## src/hdl/ajb_ram.sv

```systemverilog
// Generic simple dual-port RAM with registered read.
module ajb_ram #(
  parameter int WIDTH = 16,
  parameter int DEPTH = 64
) (
  input  logic                     clk,
  input  logic                     we,
  input  logic [$clog2(DEPTH)-1:0] waddr,
  input  logic [WIDTH-1:0]         wdata,
  input  logic [$clog2(DEPTH)-1:0] raddr,
  output logic [WIDTH-1:0]         rdata
);

  logic [WIDTH-1:0] mem [DEPTH];

  always_ff @(posedge clk) begin
    if (we) begin
      mem[waddr] <= wdata;
    end
    rdata <= mem[raddr];
  end

endmodule

```

## config.mk

```make
export PLATFORM = sky130hd
export DESIGN_NAME = ajb_ram
export DESIGN_NICKNAME = d
export VERILOG_FILES = /design/src/hdl/ajb_ram.sv
export SDC_FILE = /design/constraint.sdc
export NUM_CORES = 1
export LEC_CHECK = 0
export BUFFER_PORTS_ARGS = -buffer_cell sky130_fd_sc_hd__buf_2
export CAP_MARGIN = 40
export CORE_MARGIN = 4
export CORE_UTILIZATION = 63
export DETAILED_ROUTE_END_ITERATION = 10
export GPL_TIMING_DRIVEN = 0
export PLACE_DENSITY = 0.83
export SLEW_MARGIN = 40
export SYNTH_ARGS = -nofsm -noshare
export SYNTH_HDL_FRONTEND = slang
export SYNTH_SLANG_ARGS = --single-unit
```

## constraint.sdc

```tcl
create_clock -name clk -period 2.9 [get_ports clk]
set_input_delay 0.29 -clock clk [delete_from_list [all_inputs] [get_ports clk]]
set_output_delay 0.29 -clock clk [all_outputs]
set_load 0.01 [all_outputs]
```

; Word level (Yosys, flattened, before mapping)
; Memories as Yosys holds them, arrays and structs flattened. A register that Yosys moved wholly into a read port is not among the register bits.
; Cells that the tools add are included.
[op_classes]
muxes = 2
[op_table]
columns = op, n
row1 = $mux W1, 2
[word_totals]
elab_cells = 3
memories = 1
mem_bits_rw = 1024
input_bits = 30
out_inout_bits = 16
regBits = 0
[mem_list]
columns = name, depth, width, rd, rd_ports_with_merged_regs, write_ports, line
row1 = mem, 64, 16, 1, 1, 1, 14  ; logic [WIDTH-1:0] mem [DEPTH];

; Logic depth before layout (Yosys ltp)
; Gate-level depths: netlist of run 1.
[depth]
word_depth = 2
mapped_depth = 10
ltp_nobuf = 5

; Worst setup path before layout of run 1
; Ideal clock, no wire load.
[synth_timing]
path_kind = input to register
from = input port waddr[3]
to = memory mem[48][0] (enable)
setup_time_ns = 0.409
stages = 4
required_time_ns = 2.491
arrival_ns = 1.916
path_slack_ns = 0.575
path_buffers = 1
path_cell_list = clkbuf_1 nor2b_1 nand4b_1 nor3_1
[synth_rtl]
columns = item, line
row1 = "start, declared", 8  ; input logic [$clog2(DEPTH)-1:0] waddr,
row2 = "end, declared", 14
; Straight into the memory's write port.

==> reports/metrics.cfg, run 1 <==
[synthesis]
synth_top_area_share_pct=76.8
synth_area_per_cell_um2=21.9
syn_inst=1829
synthArstFlopShare_pct=0
synth.distinct_cells=43
ys_seq_area_share_pct=77.6
yosys-top-cells-area=edfxtp_1, mux4_2, mux2i_1
synthFlopType=edfxtp_1
yosys_register_bits=1040
syn_nets=1859
syn_area_um2=40000
yosysWarnings=0
synth_top_area_cell=edfxtp_1
synth_edf_count=1024

[sta]
grt_setup_unrepaired=false
slew_headroom_pct=38.5
period_share_pct=90.8
fmax_ghz=0.380
setup_viol=0
finalCriticalPeriod_ps=2630
hold_violations=0
worst_slew_pin_slew_ps=921
timing.hold.ws_ps=221
skew_ps=21.6
setup_slack_ps=266
slew_viol_final=0

[place]
gp_congestion=0.924
port_buffers=38
dp_hpwl_um=60900
post-place-cells=2723
postPlaceCellArea_um2=42000
place_ws_ps=-82.1

[drt]
wl_um=103000
viasPerCell=7.08
antenna_left=0
drc=0
num_vias=20600
drt-initial-drc-count=3483
wl_per_cell_um=35.4
drt-pass1-iter-count=6

[critical_path]
r2r_start=mem[23][0]
cp_top_family=buffers and inverters
worst-path-buf-inv=4
cpPeakStageDelay_ps=570
slowest_stage=a31oi_1
critPathKind=primary input to register
start_kind=primary input
worst_ep_required_time_ps=3390
crit_path_end_kind=register
crit_start=raddr[2]
crit_arrival_ps=3130
path_common_cell=buf_2
crit_path_cell_trace=buf_2 > buf_2 > buf_2 > buf_2 > mux2i_1 > nand3_1 > a31oi_1 > a311oi_1
crit_fanout=10

[clock_network]
clock_sinks=1040
cts_hold_buf=0
htreeDepth=3
numCtsBuffers=98
clkSlewWorstSetupHoldPaths_ps=60
cts_tree=done
clk_latency_ps=670
ctsResizeCount=0
clock_path_buffers=3
root_buffer=clkbuf_16
cts_setup_buffers=0

[global_routing]
grtUsageTotal_pct=31.1
grt_pass1_wl_um=148000
grt_max_degree=65
antenna_found_initial=8
first_global_vias=20500
grt-ovfl-total=0

[final_layout]
drive_gt1_share_pct=28.6
final_cell_mix=edfxtp_1, mux4_2, clkbuf_16
final_nets=2010
regArea_um2=31100
area_growth_pct=12.6
fillers=3420
multi_input_area_um2=8740
final_cell_count_no_fill=2910
final_area_um2=45100
final_common_cell=edfxtp_1

[status]
outcome=finished clean

[floorplanning]
initial_core_util_pct=63.6
die_h_um=260
die_w_um=260
coreArea_um2=63000
ios=46
dieArea_um2=67700
fp-row-count=92

[hold_path]
hp-start=wdata[14]
hp-class=primary input to register

[flow_run]
drv_cap=0

[pwr]
peakVddDrop_mv=0.834
p_total_mw=30.9
p_per_area_nw_per_um2=685
p_leak_nw=14.1

==> synthesized netlist by cell type (all sizes together) (3+ instances only) <==
cell type	number
a211o	8
a211oi	8
a21oi	17
a221o	6
a221oi	16
a22o	6
a22oi	39
a311oi	8
a31oi	8
a41oi	5
and4	5
buf	77
clkbuf	27
dfxtp	16
edfxtp	1024
mux2	27
mux2i	85
mux4	224
nand2	60
nand2b	3
nand3	24
nand4	12
nor2	74
nor2b	30
nor4	3
o21ai	8
==> final cells by class <==
class | count | area share [%]
antenna | 2 | 0.0111
buffer | 104 | 1.63
clock buffer | 127 | 5.94
clock inverter | 55 | 0.902
multi-input combinational | 685 | 19.4
sequential | 1040 | 68.9
tap | 846 | 2.35
timing repair buffer | 51 | 0.899
==> state kept, by name (all words and copies together), names as in the netlist <==
| register | cells |
|---|---|
| mem | 1024 |
| rdata | 16 |
==> layer usage <==
layer | track usage, % | part of all wire (%)
met5 | 0 | 0.057
met4 | 13.6 | 5.6
met3 | 7.58 | 12
met2 | 49.5 | 49
met1 | 41.8 | 33
==> path summary, 6_finish.rpt <==
check,endpoint,slack [ps],depth (start not counted)
max reg2reg,rdata[0],480,5
min reg2reg,rdata[5],980,5
min,mem[30][14],220,1
max,rdata[1],270,8
==> stage by stage <==
| step | setup TNS [ps] | utilization [%] |
|---|---|---|
| final | 0 | 71.6 |
| after global routing | 0 | 71.6 |
| after CTS | 0 | 71.5 |
| after detailed placement | -435 | 66.6 |
| after global placement | -68300 | 65.6 |
| after floorplan | 0 | - |
==> power by group <==
group / internal, mW / total [mW] / switching [mW]
clock network: 7.03 / 12.5 / 5.44
logic: 0.583 / 1.75 / 1.16
registers: 16.6 / 16.7 / 0.0366
==> logic make-up after synthesis <==
logic type / synth area share, %
DFF: 77.6
and+or+nand+nor: 2.65
AOI/OAI and AO/OA: 2.41
muxes: 15.5
buffers and inverters: 1.83
No activity file was read; power rests on OpenSTA's default activity.
==> inputs of run 2 (changes only) <==
--- a/config.mk
+++ b/config.mk
@@ -8,10 +8,10 @@
 export BUFFER_PORTS_ARGS = -buffer_cell sky130_fd_sc_hd__buf_2
 export CAP_MARGIN = 40
 export CORE_MARGIN = 4
-export CORE_UTILIZATION = 63
+export CORE_UTILIZATION = 55
 export DETAILED_ROUTE_END_ITERATION = 10
 export GPL_TIMING_DRIVEN = 0
-export PLACE_DENSITY = 0.83
+export PLACE_DENSITY = 0.74
 export SLEW_MARGIN = 40
 export SYNTH_ARGS = -nofsm -noshare
 export SYNTH_HDL_FRONTEND = slang
==> reports/metrics.cfg, run 2 (synthesized netlist as in run 1, its figures left out) <==
[pwr]
p_sw_share_pct=21.3  ; -0.21 points
power_frac_comb_pct=5.5  ; about the same
p_leak_nw=14.2  ; +0.50%
p_int_mw=24.6  ; +1.4%
p_sw_mw=6.65  ; +0.13%
p_per_area_nw_per_um2=687  ; +0.32%
peakVddDrop_mv=0.600  ; -28%
clkPwrFrac_pct=41.2  ; +0.8 points
seq_power_share_pct=53.4  ; -0.6 points

[drt]
num_vias=20000  ; -2.9%
drt-pass1-iter-count=5  ; -1
wl_um=98500  ; -4.3%
drc=0  ; unchanged
drt-initial-drc-count=3171  ; -9.0%
wl_per_cell_um=32.6  ; -7.7%
antenna_left=0  ; unchanged
viasPerCell=6.63  ; -6.3%

[critical_path]
path_common_cell=buf_2
slowest_stage=a21oi_1
cp_top_family=buffers and inverters
worst_ep_required_time_ps=3400  ; about the same
crit_start=raddr[1]
critPathKind=primary input to register
worst-path-buf-inv=4  ; unchanged
crit_fanout=10  ; unchanged
start_kind=primary input
crit_arrival_ps=3010  ; -120 ps
crit_path_end_kind=register
crit_path_cell_trace=buf_2 > buf_2 > buf_2 > buf_2 > mux4_2 > nand2_1 > nand3_1 > a21oi_1 > nor4_2
cpPeakStageDelay_ps=490  ; -80 ps
r2r_start=mem[18][15]

[global_routing]
first_global_vias=19800  ; -3.3%
grt-ovfl-total=0  ; unchanged
antenna_found_initial=5  ; -3
grtUsageTotal_pct=25.7  ; -5.4 points
grt_pass1_wl_um=142000  ; -4.0%
grt_max_degree=65  ; unchanged

[sta]
finalCriticalPeriod_ps=2510  ; -122 ps
period_share_pct=86.6  ; -4.2 points
hold_violations=0  ; unchanged
setup_viol=0  ; unchanged
fmax_ghz=0.398  ; +4.9%
slew_viol_final=0  ; unchanged
tns_ps=0  ; unchanged
grt_setup_unrepaired=false
worst_slew_pin_slew_ps=866  ; -54.3 ps
skew_ps=33.0  ; +11.4 ps
slew_headroom_pct=42.3  ; +3.8 points

[clock_network]
root_buffer=clkbuf_16
cts_setup_buffers=0  ; unchanged
clk_latency_ps=670  ; about the same
cts_hold_buf=0  ; unchanged
clock_path_buffers=3  ; unchanged
cts_tree=done
clkSlewWorstSetupHoldPaths_ps=60  ; about the same
htreeDepth=3  ; unchanged
numCtsBuffers=98  ; unchanged
ctsResizeCount=0  ; unchanged
clock_sinks=1040  ; unchanged

[hold_path]
hp-class=primary input to register
hp-start=wdata[3]

[final_layout]
final_common_cell=edfxtp_1
largest_reg_flops=1024  ; unchanged
final_area_um2=45500  ; +0.81%
fin_util_pct=63.3  ; -8.4 points
drive_gt1_share_pct=29.2  ; +0.61 points
reg.largest.list=mem (1024), rdata (16)
num_antenna_cells=0  ; -2
largest-register=mem
final_nets=2018  ; +0.40%
final_cell_mix=edfxtp_1, mux4_2, clkbuf_16
area_growth_pct=13.5

[floorplanning]
initial_core_util_pct=55.7  ; -7.9 points
fp-row-count=98  ; +6.5%
ios=46  ; unchanged
coreArea_um2=71900  ; +14%
dieArea_um2=77200  ; +14%
die_h_um=278  ; +6.8%
die_w_um=278  ; +6.8%

[status]
outcome=finished clean

[flow_run]
drv_cap=0  ; unchanged

[place]
postPlaceCellArea_um2=42200  ; +0.68%
dp_hpwl_um=61600  ; +1.1%
port_buffers=38  ; unchanged
gp_congestion=0.941  ; +1.9%

-- run 2: worst reg2reg max path: stages (launching register included) --
cell and delay (ps):
edfxtp_1 380, mux4_2 470, mux2i_1 480, a22oi_1 180, a31oi_1 560, a311oi_1 170
-- run 2: area by class of cell --
cell class              count  area [µm²]
flip-flops and latches   1040       31100
fillers                  4716       26400
multi-input cells         685        8750
clock buffers             123        2570
well taps                 950        1190
plain buffers             104         736
clock inverters            56         636
repair buffers             59         523
-- run 2: power by group through the flow --
stage / clock, mW / combinational (mW) / sequential (mW)
finish: 12.9 / 1.71 / 16.7
global route: 13.6 / 1.78 / 16.7
CTS: 13.0 / 1.69 / 16.7
detailed placement: 0 / 1.68 / 17.0
global placement: 0 / 1.60 / 17.0
floorplan: 0 / 0.861 / 17.0
-- run 2: final timing paths --
| kind | endpoint | slack, ps | depth (start not counted) |
|---|---|---|---|
| worst max-delay path | rdata[6] | 390 | 9 |
| worst min-delay path | mem[63][3] | 220 | 1 |
| worst max register to register | rdata[15] | 510 | 5 |
| worst min register to register | rdata[5] | 950 | 5 |
-- run 2: metal layers --
layer / part of all wire [%] / vias to the layer above / wire, µm / GRT usage [%]
li1: - / 8031 / - / -
met1: 37 / 10500 / 36500 / 36.1
met2: 48 / 1254 / 46800 / 39.8
met3: 11 / 249 / 10400 / 5.99
met4: 4.7 / 8 / 4680 / 10.1
met5: 0.060 / - / 59 / 0
-- run 2: metrics by stage --
step / hold WS, ps / total power [mW] / worst slack [ps] / std cells
finish: 219 / 31.2 / 388 / 3017
global route: 219 / 32.1 / 434 / 3017
CTS: 192 / 31.3 / 576 / 3016
floorplan: 389 / 17.9 / 575 / 1829
global placement: 687 / 18.6 / -553 / 2817
detailed placement: 689 / 18.7 / -127 / 2837
